[src/rtl/core/fbpa_pkg.sv]
// Shared types, codes and sizes for the fixed block pool allocator.
package fbpa_pkg;

    localparam int MAX_BLOCKS_DEF = 256;

    localparam int DATA_W     = 32;
    localparam int RAW_W      = 13;
    localparam int POOL_W     = 9;
    localparam int OP_W       = 2;
    localparam int ST_W       = 2;
    localparam int FREE_W     = 9;
    localparam int CFG_IDX_W  = 2;
    // Block size in units of 8 bytes: at most 1024.
    localparam int SIZE8_W    = 11;
    // Dividend is the byte offset divided by 8, padded to an even bit count.
    localparam int DIV_W      = 30;
    localparam int DIV_STEPS  = DIV_W / 2;
    localparam int DIV_STEP_W = 4;

    localparam logic [OP_W-1:0] OP_ALLOC = 2'd0;
    localparam logic [OP_W-1:0] OP_FREE  = 2'd1;
    localparam logic [OP_W-1:0] OP_INIT  = 2'd2;

    localparam logic [ST_W-1:0] ST_OK       = 2'd0;
    localparam logic [ST_W-1:0] ST_EMPTY    = 2'd1;
    localparam logic [ST_W-1:0] ST_BAD_ADDR = 2'd2;
    localparam logic [ST_W-1:0] ST_FULL     = 2'd3;

    localparam logic [CFG_IDX_W-1:0] CFG_BASE = 2'd0;
    localparam logic [CFG_IDX_W-1:0] CFG_RAW  = 2'd1;
    localparam logic [CFG_IDX_W-1:0] CFG_POOL = 2'd2;

    typedef enum logic [2:0] {
        S_IDLE,
        S_DISPATCH,
        S_ALLOC_MUL,
        S_ALLOC_ADD,
        S_DIV,
        S_FREE_CHK,
        S_INIT,
        S_FINISH
    } t_state;

    typedef struct packed {
        logic capture;
        logic alloc_rd;
        logic mul_load;
        logic add_load;
        logic set_empty;
        logic set_bad;
        logic div_start;
        logic div_step;
        logic free_commit;
        logic init_start;
        logic init_step;
        logic init_finish;
        logic out_load;
    } t_cmd;

    typedef struct packed {
        logic [OP_W-1:0] op;
        logic            top_zero;
        logic            addr_low;
        logic            div_last;
        logic            init_done;
        logic            out_free;
    } t_sts;

endpackage

[src/rtl/core/fbpa_ram.sv]
// Generic single-write, single-read RAM with registered read data.
module fbpa_ram #(
    parameter int WIDTH = 8,
    parameter int DEPTH = 256
) (
    input  logic                     i_clk,
    input  logic                     i_we,
    input  logic [$clog2(DEPTH)-1:0] i_waddr,
    input  logic [WIDTH-1:0]         i_wdata,
    input  logic                     i_re,
    input  logic [$clog2(DEPTH)-1:0] i_raddr,
    output logic [WIDTH-1:0]         o_rdata
);

    logic [WIDTH-1:0] r_mem [DEPTH];
    logic [WIDTH-1:0] r_rdata;

    always_ff @(posedge i_clk) begin
        if (i_we) begin
            r_mem[i_waddr] <= i_wdata;
        end
        if (i_re) begin
            r_rdata <= r_mem[i_raddr];
        end
    end

    assign o_rdata = r_rdata;

endmodule

[src/rtl/core/fbpa_ctrl.sv]
// Controller state machine of the block pool allocator.
module fbpa_ctrl (
    input  logic          i_clk,
    input  logic          i_rst_n,
    input  logic          i_in_valid,
    output logic          o_in_ready,
    input  fbpa_pkg::t_sts i_sts,
    output fbpa_pkg::t_cmd o_cmd
);

    fbpa_pkg::t_state r_state;
    fbpa_pkg::t_state n_state;

    always_ff @(posedge i_clk) begin
        if (!i_rst_n) begin
            r_state <= fbpa_pkg::S_IDLE;
        end else begin
            r_state <= n_state;
        end
    end

    always_comb begin
        n_state    = r_state;
        o_cmd      = '0;
        o_in_ready = 1'b0;
        unique case (r_state)
            fbpa_pkg::S_IDLE: begin
                o_in_ready = 1'b1;
                if (i_in_valid) begin
                    o_cmd.capture = 1'b1;
                    n_state       = fbpa_pkg::S_DISPATCH;
                end
            end
            fbpa_pkg::S_DISPATCH: begin
                unique case (i_sts.op)
                    fbpa_pkg::OP_ALLOC: begin
                        if (i_sts.top_zero) begin
                            o_cmd.set_empty = 1'b1;
                            n_state         = fbpa_pkg::S_FINISH;
                        end else begin
                            o_cmd.alloc_rd = 1'b1;
                            n_state        = fbpa_pkg::S_ALLOC_MUL;
                        end
                    end
                    fbpa_pkg::OP_FREE: begin
                        if (i_sts.addr_low) begin
                            o_cmd.set_bad = 1'b1;
                            n_state       = fbpa_pkg::S_FINISH;
                        end else begin
                            o_cmd.div_start = 1'b1;
                            n_state         = fbpa_pkg::S_DIV;
                        end
                    end
                    fbpa_pkg::OP_INIT: begin
                        o_cmd.init_start = 1'b1;
                        n_state          = fbpa_pkg::S_INIT;
                    end
                    default: begin
                        n_state = fbpa_pkg::S_FINISH;
                    end
                endcase
            end
            fbpa_pkg::S_ALLOC_MUL: begin
                o_cmd.mul_load = 1'b1;
                n_state        = fbpa_pkg::S_ALLOC_ADD;
            end
            fbpa_pkg::S_ALLOC_ADD: begin
                o_cmd.add_load = 1'b1;
                n_state        = fbpa_pkg::S_FINISH;
            end
            fbpa_pkg::S_DIV: begin
                o_cmd.div_step = 1'b1;
                if (i_sts.div_last) begin
                    n_state = fbpa_pkg::S_FREE_CHK;
                end
            end
            fbpa_pkg::S_FREE_CHK: begin
                o_cmd.free_commit = 1'b1;
                n_state           = fbpa_pkg::S_FINISH;
            end
            fbpa_pkg::S_INIT: begin
                if (i_sts.init_done) begin
                    o_cmd.init_finish = 1'b1;
                    n_state           = fbpa_pkg::S_FINISH;
                end else begin
                    o_cmd.init_step = 1'b1;
                end
            end
            fbpa_pkg::S_FINISH: begin
                if (i_sts.out_free) begin
                    o_cmd.out_load = 1'b1;
                    n_state        = fbpa_pkg::S_IDLE;
                end
            end
            default: begin
                n_state = fbpa_pkg::S_IDLE;
            end
        endcase
    end

endmodule

[src/rtl/core/fbpa_dp.sv]
// Datapath of the block pool allocator: registers, free stack, divider and result register.
module fbpa_dp #(
    parameter int MAX_BLOCKS = fbpa_pkg::MAX_BLOCKS_DEF
) (
    input  logic                             i_clk,
    input  logic                             i_rst_n,
    input  logic                             i_cfg_we,
    input  logic [fbpa_pkg::CFG_IDX_W-1:0]   i_cfg_index,
    input  logic [fbpa_pkg::DATA_W-1:0]      i_cfg_data,
    input  logic [fbpa_pkg::OP_W-1:0]        i_opcode,
    input  logic [fbpa_pkg::DATA_W-1:0]      i_free_address,
    input  logic                             i_out_ready,
    output logic                             o_out_valid,
    output logic [fbpa_pkg::DATA_W-1:0]      o_block_address,
    output logic [fbpa_pkg::ST_W-1:0]        o_status,
    output logic [fbpa_pkg::FREE_W-1:0]      o_free_blocks,
    input  fbpa_pkg::t_cmd                   i_cmd,
    output fbpa_pkg::t_sts                   o_sts
);

    localparam int IDX_W  = $clog2(MAX_BLOCKS);
    localparam int TOP_W  = $clog2(MAX_BLOCKS + 1);
    localparam int PROD_W = IDX_W + fbpa_pkg::SIZE8_W;

    // Configuration registers.
    logic [fbpa_pkg::DATA_W-1:0] r_base;
    logic [fbpa_pkg::RAW_W-1:0]  r_raw;
    logic [fbpa_pkg::POOL_W-1:0] r_pool;

    // Request and working registers.
    logic [fbpa_pkg::OP_W-1:0]       r_op;
    logic [fbpa_pkg::DATA_W-1:0]     r_addr;
    logic [TOP_W-1:0]                r_top;
    logic [TOP_W-1:0]                r_icnt;
    logic [fbpa_pkg::DIV_W-1:0]      r_dq;
    logic [fbpa_pkg::SIZE8_W-1:0]    r_rem;
    logic [fbpa_pkg::DIV_STEP_W-1:0] r_dstep;
    logic [PROD_W-1:0]               r_prod;
    logic [fbpa_pkg::DATA_W-1:0]     r_res_addr;
    logic [fbpa_pkg::ST_W-1:0]       r_res_status;

    // Result register.
    logic                        r_out_valid;
    logic [fbpa_pkg::DATA_W-1:0] r_out_addr;
    logic [fbpa_pkg::ST_W-1:0]   r_out_status;
    logic [fbpa_pkg::FREE_W-1:0] r_out_free;

    logic [fbpa_pkg::RAW_W:0]     raw_p7;
    logic [fbpa_pkg::SIZE8_W-1:0] size8_raw;
    logic [fbpa_pkg::SIZE8_W-1:0] size8;
    logic [TOP_W-1:0]             count;
    logic [TOP_W-1:0]             top_m1;
    logic [fbpa_pkg::DATA_W-1:0]  offset;
    logic [fbpa_pkg::SIZE8_W:0]   t_hi;
    logic [fbpa_pkg::SIZE8_W:0]   t_lo;
    logic [fbpa_pkg::SIZE8_W-1:0] rem_mid;
    logic [fbpa_pkg::SIZE8_W-1:0] rem_end;
    logic                         q_hi;
    logic                         q_lo;
    logic                         idx_bad;
    logic                         stack_full;
    logic                         push;
    logic                         ram_we;
    logic [IDX_W-1:0]             ram_waddr;
    logic [IDX_W-1:0]             ram_wdata;
    logic [IDX_W-1:0]             ram_rdata;

    // Size in 8-byte units; a zero size counts as one unit.
    assign raw_p7    = {1'b0, r_raw} + (fbpa_pkg::RAW_W + 1)'(7);
    assign size8_raw = raw_p7[fbpa_pkg::RAW_W:3];
    assign size8     = (size8_raw == '0) ? fbpa_pkg::SIZE8_W'(1) : size8_raw;

    assign count  = (32'(r_pool) > 32'(MAX_BLOCKS)) ? TOP_W'(MAX_BLOCKS) : TOP_W'(r_pool);
    assign top_m1 = r_top - TOP_W'(1);
    assign offset = r_addr - r_base;

    // Two restoring division steps per cycle.
    always_comb begin
        t_hi    = {r_rem, r_dq[fbpa_pkg::DIV_W-1]};
        q_hi    = (t_hi >= {1'b0, size8});
        rem_mid = q_hi ? fbpa_pkg::SIZE8_W'(t_hi - {1'b0, size8})
                       : t_hi[fbpa_pkg::SIZE8_W-1:0];
        t_lo    = {rem_mid, r_dq[fbpa_pkg::DIV_W-2]};
        q_lo    = (t_lo >= {1'b0, size8});
        rem_end = q_lo ? fbpa_pkg::SIZE8_W'(t_lo - {1'b0, size8})
                       : t_lo[fbpa_pkg::SIZE8_W-1:0];
    end

    assign idx_bad    = (r_dq >= fbpa_pkg::DIV_W'(count));
    assign stack_full = (r_top >= count);
    assign push       = i_cmd.free_commit && !idx_bad && !stack_full;

    assign ram_we    = i_cmd.init_step || push;
    assign ram_waddr = i_cmd.init_step ? r_icnt[IDX_W-1:0] : r_top[IDX_W-1:0];
    assign ram_wdata = i_cmd.init_step ? r_icnt[IDX_W-1:0] : r_dq[IDX_W-1:0];

    fbpa_ram #(
        .WIDTH (IDX_W),
        .DEPTH (MAX_BLOCKS)
    ) u_stack (
        .i_clk   (i_clk),
        .i_we    (ram_we),
        .i_waddr (ram_waddr),
        .i_wdata (ram_wdata),
        .i_re    (i_cmd.alloc_rd),
        .i_raddr (top_m1[IDX_W-1:0]),
        .o_rdata (ram_rdata)
    );

    // Control state.
    always_ff @(posedge i_clk) begin
        if (!i_rst_n) begin
            r_base      <= '0;
            r_raw       <= fbpa_pkg::RAW_W'(8);
            r_pool      <= '0;
            r_top       <= '0;
            r_out_valid <= 1'b0;
        end else begin
            if (i_cfg_we) begin
                unique case (i_cfg_index)
                    fbpa_pkg::CFG_BASE: r_base <= i_cfg_data;
                    fbpa_pkg::CFG_RAW:  r_raw  <= i_cfg_data[fbpa_pkg::RAW_W-1:0];
                    fbpa_pkg::CFG_POOL: r_pool <= i_cfg_data[fbpa_pkg::POOL_W-1:0];
                    default: ;
                endcase
            end
            if (i_cmd.alloc_rd) begin
                r_top <= top_m1;
            end else if (push) begin
                r_top <= r_top + TOP_W'(1);
            end else if (i_cmd.init_finish) begin
                r_top <= count;
            end
            if (i_cmd.out_load) begin
                r_out_valid <= 1'b1;
            end else if (i_out_ready) begin
                r_out_valid <= 1'b0;
            end
        end
    end

    // Payload registers.
    always_ff @(posedge i_clk) begin
        if (i_cmd.capture) begin
            r_op         <= i_opcode;
            r_addr       <= i_free_address;
            r_res_addr   <= '0;
            r_res_status <= fbpa_pkg::ST_OK;
        end
        if (i_cmd.set_empty) begin
            r_res_status <= fbpa_pkg::ST_EMPTY;
        end
        if (i_cmd.set_bad) begin
            r_res_status <= fbpa_pkg::ST_BAD_ADDR;
        end
        if (i_cmd.mul_load) begin
            r_prod <= PROD_W'(ram_rdata) * PROD_W'(size8);
        end
        if (i_cmd.add_load) begin
            r_res_addr <= r_base + fbpa_pkg::DATA_W'({r_prod, 3'b000});
        end
        if (i_cmd.div_start) begin
            r_dq    <= fbpa_pkg::DIV_W'(offset[fbpa_pkg::DATA_W-1:3]);
            r_rem   <= '0;
            r_dstep <= '0;
        end else if (i_cmd.div_step) begin
            r_dq    <= {r_dq[fbpa_pkg::DIV_W-3:0], q_hi, q_lo};
            r_rem   <= rem_end;
            r_dstep <= r_dstep + fbpa_pkg::DIV_STEP_W'(1);
        end
        if (i_cmd.free_commit) begin
            if (idx_bad) begin
                r_res_status <= fbpa_pkg::ST_BAD_ADDR;
            end else if (stack_full) begin
                r_res_status <= fbpa_pkg::ST_FULL;
            end
        end
        if (i_cmd.init_start) begin
            r_icnt <= '0;
        end else if (i_cmd.init_step) begin
            r_icnt <= r_icnt + TOP_W'(1);
        end
        if (i_cmd.out_load) begin
            r_out_addr   <= r_res_addr;
            r_out_status <= r_res_status;
            r_out_free   <= fbpa_pkg::FREE_W'(r_top);
        end
    end

    assign o_sts.op        = r_op;
    assign o_sts.top_zero  = (r_top == '0);
    assign o_sts.addr_low  = (r_addr < r_base);
    assign o_sts.div_last  = (r_dstep == fbpa_pkg::DIV_STEP_W'(fbpa_pkg::DIV_STEPS - 1));
    assign o_sts.init_done = (r_icnt == count);
    assign o_sts.out_free  = !r_out_valid || i_out_ready;

    assign o_out_valid     = r_out_valid;
    assign o_block_address = r_out_addr;
    assign o_status        = r_out_status;
    assign o_free_blocks   = r_out_free;

endmodule

[src/rtl/core/fixed_block_pool_allocator_top.sv]
// Top level of the fixed block pool allocator: controller, datapath and checks.
//
//  Channel   Direction  Handshake                  Payload
//  ------    ---------  -------------------------  ------------------------------------
//  request   in         i_in_valid / o_in_ready    i_opcode, i_free_address
//  result    out        o_out_valid / i_out_ready  o_block_address, o_status, o_free_blocks
//  config    in         i_cfg_we (no wait)         i_cfg_index, i_cfg_data
//
// One request is worked on at a time. An allocation does one stack read, one multiply
// and one add. A free runs the divider, which retires two quotient bits a cycle over 30
// bits. An initialize does one stack write per block index. Reset is synchronous and
// active low; it clears the stack top, the base and pool registers and the result valid
// flag and sets the raw size to 8, but it leaves the working registers and the stack
// memory alone, so no clearing pass is needed. A stalled result waits in the output
// register while the next request is already accepted and worked on.
module fixed_block_pool_allocator_top #(
    parameter int MAX_BLOCKS = fbpa_pkg::MAX_BLOCKS_DEF
) (
    input  logic                           i_clk,
    input  logic                           i_rst_n,
    // Configuration write port.
    input  logic                           i_cfg_we,
    input  logic [fbpa_pkg::CFG_IDX_W-1:0] i_cfg_index,
    input  logic [fbpa_pkg::DATA_W-1:0]    i_cfg_data,
    // Request channel.
    input  logic                           i_in_valid,
    output logic                           o_in_ready,
    input  logic [fbpa_pkg::OP_W-1:0]      i_opcode,
    input  logic [fbpa_pkg::DATA_W-1:0]    i_free_address,
    // Result channel.
    output logic                           o_out_valid,
    input  logic                           i_out_ready,
    output logic [fbpa_pkg::DATA_W-1:0]    o_block_address,
    output logic [fbpa_pkg::ST_W-1:0]      o_status,
    output logic [fbpa_pkg::FREE_W-1:0]    o_free_blocks
);

    fbpa_pkg::t_cmd cmd;
    fbpa_pkg::t_sts sts;

    // The controller sequences each request; the datapath holds all state that it touches.
    fbpa_ctrl u_ctrl (
        .i_clk      (i_clk),
        .i_rst_n    (i_rst_n),
        .i_in_valid (i_in_valid),
        .o_in_ready (o_in_ready),
        .i_sts      (sts),
        .o_cmd      (cmd)
    );

    fbpa_dp #(
        .MAX_BLOCKS (MAX_BLOCKS)
    ) u_dp (
        .i_clk           (i_clk),
        .i_rst_n         (i_rst_n),
        .i_cfg_we        (i_cfg_we),
        .i_cfg_index     (i_cfg_index),
        .i_cfg_data      (i_cfg_data),
        .i_opcode        (i_opcode),
        .i_free_address  (i_free_address),
        .i_out_ready     (i_out_ready),
        .o_out_valid     (o_out_valid),
        .o_block_address (o_block_address),
        .o_status        (o_status),
        .o_free_blocks   (o_free_blocks),
        .i_cmd           (cmd),
        .o_sts           (sts)
    );

    // A request is taken once and the controller then leaves its idle state.
    a_one_request: assert property (@(posedge i_clk) disable iff (!i_rst_n)
        (i_in_valid && o_in_ready) |=> !o_in_ready)
        else $error("request accepted twice in a row");

    // Only a successful allocation reports a nonzero block address.
    a_addr_only_ok: assert property (@(posedge i_clk) disable iff (!i_rst_n)
        (o_out_valid && (o_status != fbpa_pkg::ST_OK)) |-> (o_block_address == '0))
        else $error("failed request carries a block address");

    // An empty pool report means the stack really was empty.
    a_empty_count: assert property (@(posedge i_clk) disable iff (!i_rst_n)
        (o_out_valid && (o_status == fbpa_pkg::ST_EMPTY)) |-> (o_free_blocks == '0))
        else $error("pool empty reported with free blocks left");

endmodule

[config.mk]
export PLATFORM = sky130hd
export DESIGN_NAME = fixed_block_pool_allocator_top
export DESIGN_NICKNAME = d
export VERILOG_FILES = /design/src/rtl/core/fbpa_pkg.sv /design/src/rtl/core/fbpa_ram.sv /design/src/rtl/core/fbpa_ctrl.sv /design/src/rtl/core/fbpa_dp.sv /design/src/rtl/core/fixed_block_pool_allocator_top.sv
export SDC_FILE = /design/constraint.sdc
export NUM_CORES = 2
export LEC_CHECK = 0
export ABC_AREA = 1
export BUFFER_PORTS_ARGS = -buffer_cell sky130_fd_sc_hd__buf_2
export CAP_MARGIN = 30
export CORE_UTILIZATION = 30
export CTS_CLUSTER_SIZE = 40
export DETAILED_ROUTE_END_ITERATION = 12
export GPL_TIMING_DRIVEN = 0
export PLACE_DENSITY_LB_ADDON = 0.08
export RECOVER_POWER = 50
export REMOVE_ABC_BUFFERS = 1
export SLEW_MARGIN = 20
export SYNTH_ARGS = -nofsm -noshare
export SYNTH_HDL_FRONTEND = slang
export SYNTH_SLANG_ARGS = --single-unit
[constraint.sdc]
create_clock -name i_clk -period 17.8 [get_ports i_clk]
set_clock_uncertainty 0.1 [all_clocks]
set_input_delay 5.34 -clock i_clk [delete_from_list [all_inputs] [get_ports i_clk]]
set_output_delay 5.34 -clock i_clk [all_outputs]
set_load 0.005 [all_outputs]
==> results.sh <==
export IMPL_status="complete, but fails checks"
export IMPL_violations="capacitance limit, slew limit"
export IMPL_synth_top_area_cell="edfxtp_1"
export IMPL_coreArea_um2=333000
export IMPL_ant_nets=0
export IMPL_path_class="flop to flop"
export IMPL_min_from="u_dp.r_res_addr[10]"
export IMPL_r2r_start="u_dp.r_pool[8]"
export IMPL_setup_viol=0
export IMPL_ys_seq_area_share_pct=68.0
export IMPL_slew_violations=1298
export IMPL_numCtsBuffers=277
export IMPL_synth_edf_count=2213
export IMPL_syn_area_per_cell_um2=10.9
export IMPL_leakage_nw=41.5
export IMPL_first_iter_violations=5493
export IMPL_drt_wirelength_per_cell_um=23.5
export IMPL_synthFlopType="edfxtp_1"
export IMPL_setup_slack_ps=7510
export IMPL_clock_sinks=2307
export IMPL_start_util_pct=30.1
export IMPL_synth_area_leaders="edfxtp_1 66%, nand3_1 11%, nand2_1 9.7%"
export IMPL_clock_latency_ps=870
export IMPL_num_io_pins=118
export IMPL_yosys_warnings=0
export IMPL_final_layout_size_suffix_gt1_share_pct=7.03
export IMPL_synth_cell_types=46
export IMPL_p_per_area_nw_per_um2=130
export IMPL_syn_cell_area_um2=101000
export IMPL_required_ps=17960
export IMPL_min_period_ps=10290
export IMPL_ir_drop_mv=0.0757
export IMPL_drc=0
export IMPL_track_usage_pct=18.9
export IMPL_grt_pass1_wl_um=475000
export IMPL_area_growth_pct=15.8
export IMPL_yosysTopAreaCellShare_pct=66.1
export IMPL_netlist_instances=9223
export IMPL_clkTransAtPathRegs_ps=60
export IMPL_layout_common_cells="2591 x nand2_1, 2213 x edfxtp_1, 2138 x nand3_1, 515 x nor2_1, 338 x inv_1"
export IMPL_min_period_over_period_pct=57.8
export IMPL_ys_ff_latch=2307
export IMPL_startpoint_type="flop"
export IMPL_dieArea_um2=337000
export IMPL_place_ws_ps=9730
export IMPL_maxCapViolCount=29
export IMPL_root_buffer="clkbuf_16"
export IMPL_max_slew_margin_pct=-111
export IMPL_cp_startpoint="u_dp.r_pool[8]"
export IMPL_postCtsSetupBuffers=0
export IMPL_grt_max_degree=111
export IMPL_n_fill_cell=33000
export IMPL_cts_tree="done"
export IMPL_num_vias=68400
export IMPL_layout_cells_non_filler=13900
export IMPL_avgViaCountPerCell=4.92
export IMPL_dp_cells=13400
export IMPL_tns_ps=0
export IMPL_tightest_slew_ps=3160
export IMPL_cp_end_kind="flop"
export IMPL_critPathMaxFanout=58
export IMPL_hold_viol=0
export IMPL_gp_congestion=0.858
export IMPL_portBuffers=117
export IMPL_max_freq_mhz=97.2
export IMPL_hpwl_um=211000
export IMPL_post_cts_resized=0
export IMPL_routed_wirelength_um=326000
export IMPL_grt_pass1_vias=66700
export IMPL_fin_total_pwr_w=0.0151
export IMPL_final_nets=9561
export IMPL_fp_dieH_um=581
export IMPL_hp_class="flop to flop"
export IMPL_htree_levels=5
export IMPL_rsz0062_at_grt="no"
export IMPL_die_w_um=581
export IMPL_worstPathArrival_ps=10450
export IMPL_antenna_found_initial=19
export IMPL_holdBufCountCts=0
export IMPL_first_pass_iters=5
export IMPL_grt_overflow_total=0
export IMPL_synth_async_reset_ratio_pct=0
export IMPL_clockBufferDepth=4
export IMPL_num_rows=212
export IMPL_final_common_cell="nand2_1"
[routing by layer]
metal | track usage (%) | share of wire (%) | vias up | wire length, µm
met5 | 0 | 0.013 | - | 43
met4 | 5.75 | 3.0 | 6 | 9730
met3 | 2.17 | 4.3 | 442 | 14200
met2 | 30.4 | 46 | 1667 | 150000
met1 | 26.8 | 47 | 33800 | 152000
li1 | - | - | 32400 | -
[through the flow]
step           util [%]  instance area [µm²]  hold slack [ps]
3_5_place_dp       32.8               109000              306
5_1_grt            34.9               116000              323
3_3_place_gp       31.4               105000              303
4_1_cts            35.4               118000              320
6_report           34.9               116000              321
2_1_floorplan         -                98500              300
[flip-flops by register name, summed over array words and instances, names as in the netlist, 11 cells and up]
| register | flops |
|---|---|
| u_dp.r_raw | 13 |
| u_dp.r_dq | 30 |
| u_dp.r_rem | 11 |
| u_dp.r_addr | 32 |
| u_dp.u_stack.r_mem | 2048 |
| u_dp.o_block_address | 32 |
| u_dp.r_res_addr | 32 |
| u_dp.r_base | 32 |
| u_dp.r_prod | 19 |
[critical path, cell delays in order (launching register included)]
cell and delay (ps):
dfxtp_1 370, inv_1 420, nand2_1 310, inv_1 190, nand2_1 60, nand2_1 50, nand2_1 40, nor2_1 130
nand3_1 190, nand2_1 950, nand2_1 140, nand2_1 490, clkbuf_1 1940, clkbuf_1 1940, clkbuf_1 2130
[power by group]
group	switching, W	internal (W)
Clock	0.00229	0.00315
Sequential	0.0000840	0.00658
Combinational	0.00223	0.000755
Total	0.00461	0.0105
[kinds of logic after synthesis]
| family | synth area share (%) |
|---|---|
| fa+ha+maj | 2.85 |
| buf+inv | 3.33 |
| compound gates | 2.20 |
| simple gates | 23.0 |
| xor+xnor | 0.601 |
| flops | 68.0 |
[final cells by class]
type	instances	area [µm²]	share of cell area [%]
antenna	3	7.51	0.00645
clock buffer	367	7520	6.46
clock inverter	117	1030	0.881
inverter	359	1370	1.18
multi-input combinational	6037	29000	24.9
sequential	2307	68300	58.7
tap	4387	5490	4.71
timing repair buffer	311	3640	3.13
[synth_stat cells, types with 2 or more instances]
| master | instances |
|---|---|
| nand2_1 | 2592 |
| edfxtp_1 | 2213 |
| nand3_1 | 2139 |
| nor2_1 | 515 |
| clkbuf_1 | 462 |
| inv_1 | 339 |
| a21oi_1 | 178 |
| o21ai_0 | 170 |
| ha_1 | 138 |
| dfxtp_1 | 94 |
| fa_1 | 57 |
| xor2_1 | 38 |
| buf_2 | 32 |
| xnor2_1 | 31 |
| nor3_1 | 29 |
| buf_1 | 24 |
| nand2_2 | 22 |
| nand4_1 | 18 |
| a21o_1 | 14 |
| o21bai_1 | 13 |
| inv_2 | 11 |
| a31oi_1 | 10 |
| nand3b_1 | 10 |
| nor4_1 | 10 |
| clkinv_1 | 9 |
| nand3_2 | 7 |
| nor2_4 | 7 |
| a21boi_0 | 5 |
| o21a_1 | 5 |
| nor2_2 | 4 |
| or2_2 | 4 |
| a211oi_1 | 3 |
| o21ai_2 | 3 |
| o22ai_1 | 3 |
| nor3b_1 | 2 |
| o211ai_1 | 2 |
[final timing paths]
path | slack (ps) | depth (start not counted) | to
setup / recovery | 7510 | 14 | u_dp.u_stack.r_mem[58][1]
hold / removal | 320 | 0 | u_dp.o_block_address[10]
setup reg to reg | 7510 | 14 | u_dp.u_stack.r_mem[58][1]
hold reg to reg | 320 | 0 | u_dp.o_block_address[10]
(Power assumes the default switching activity.)
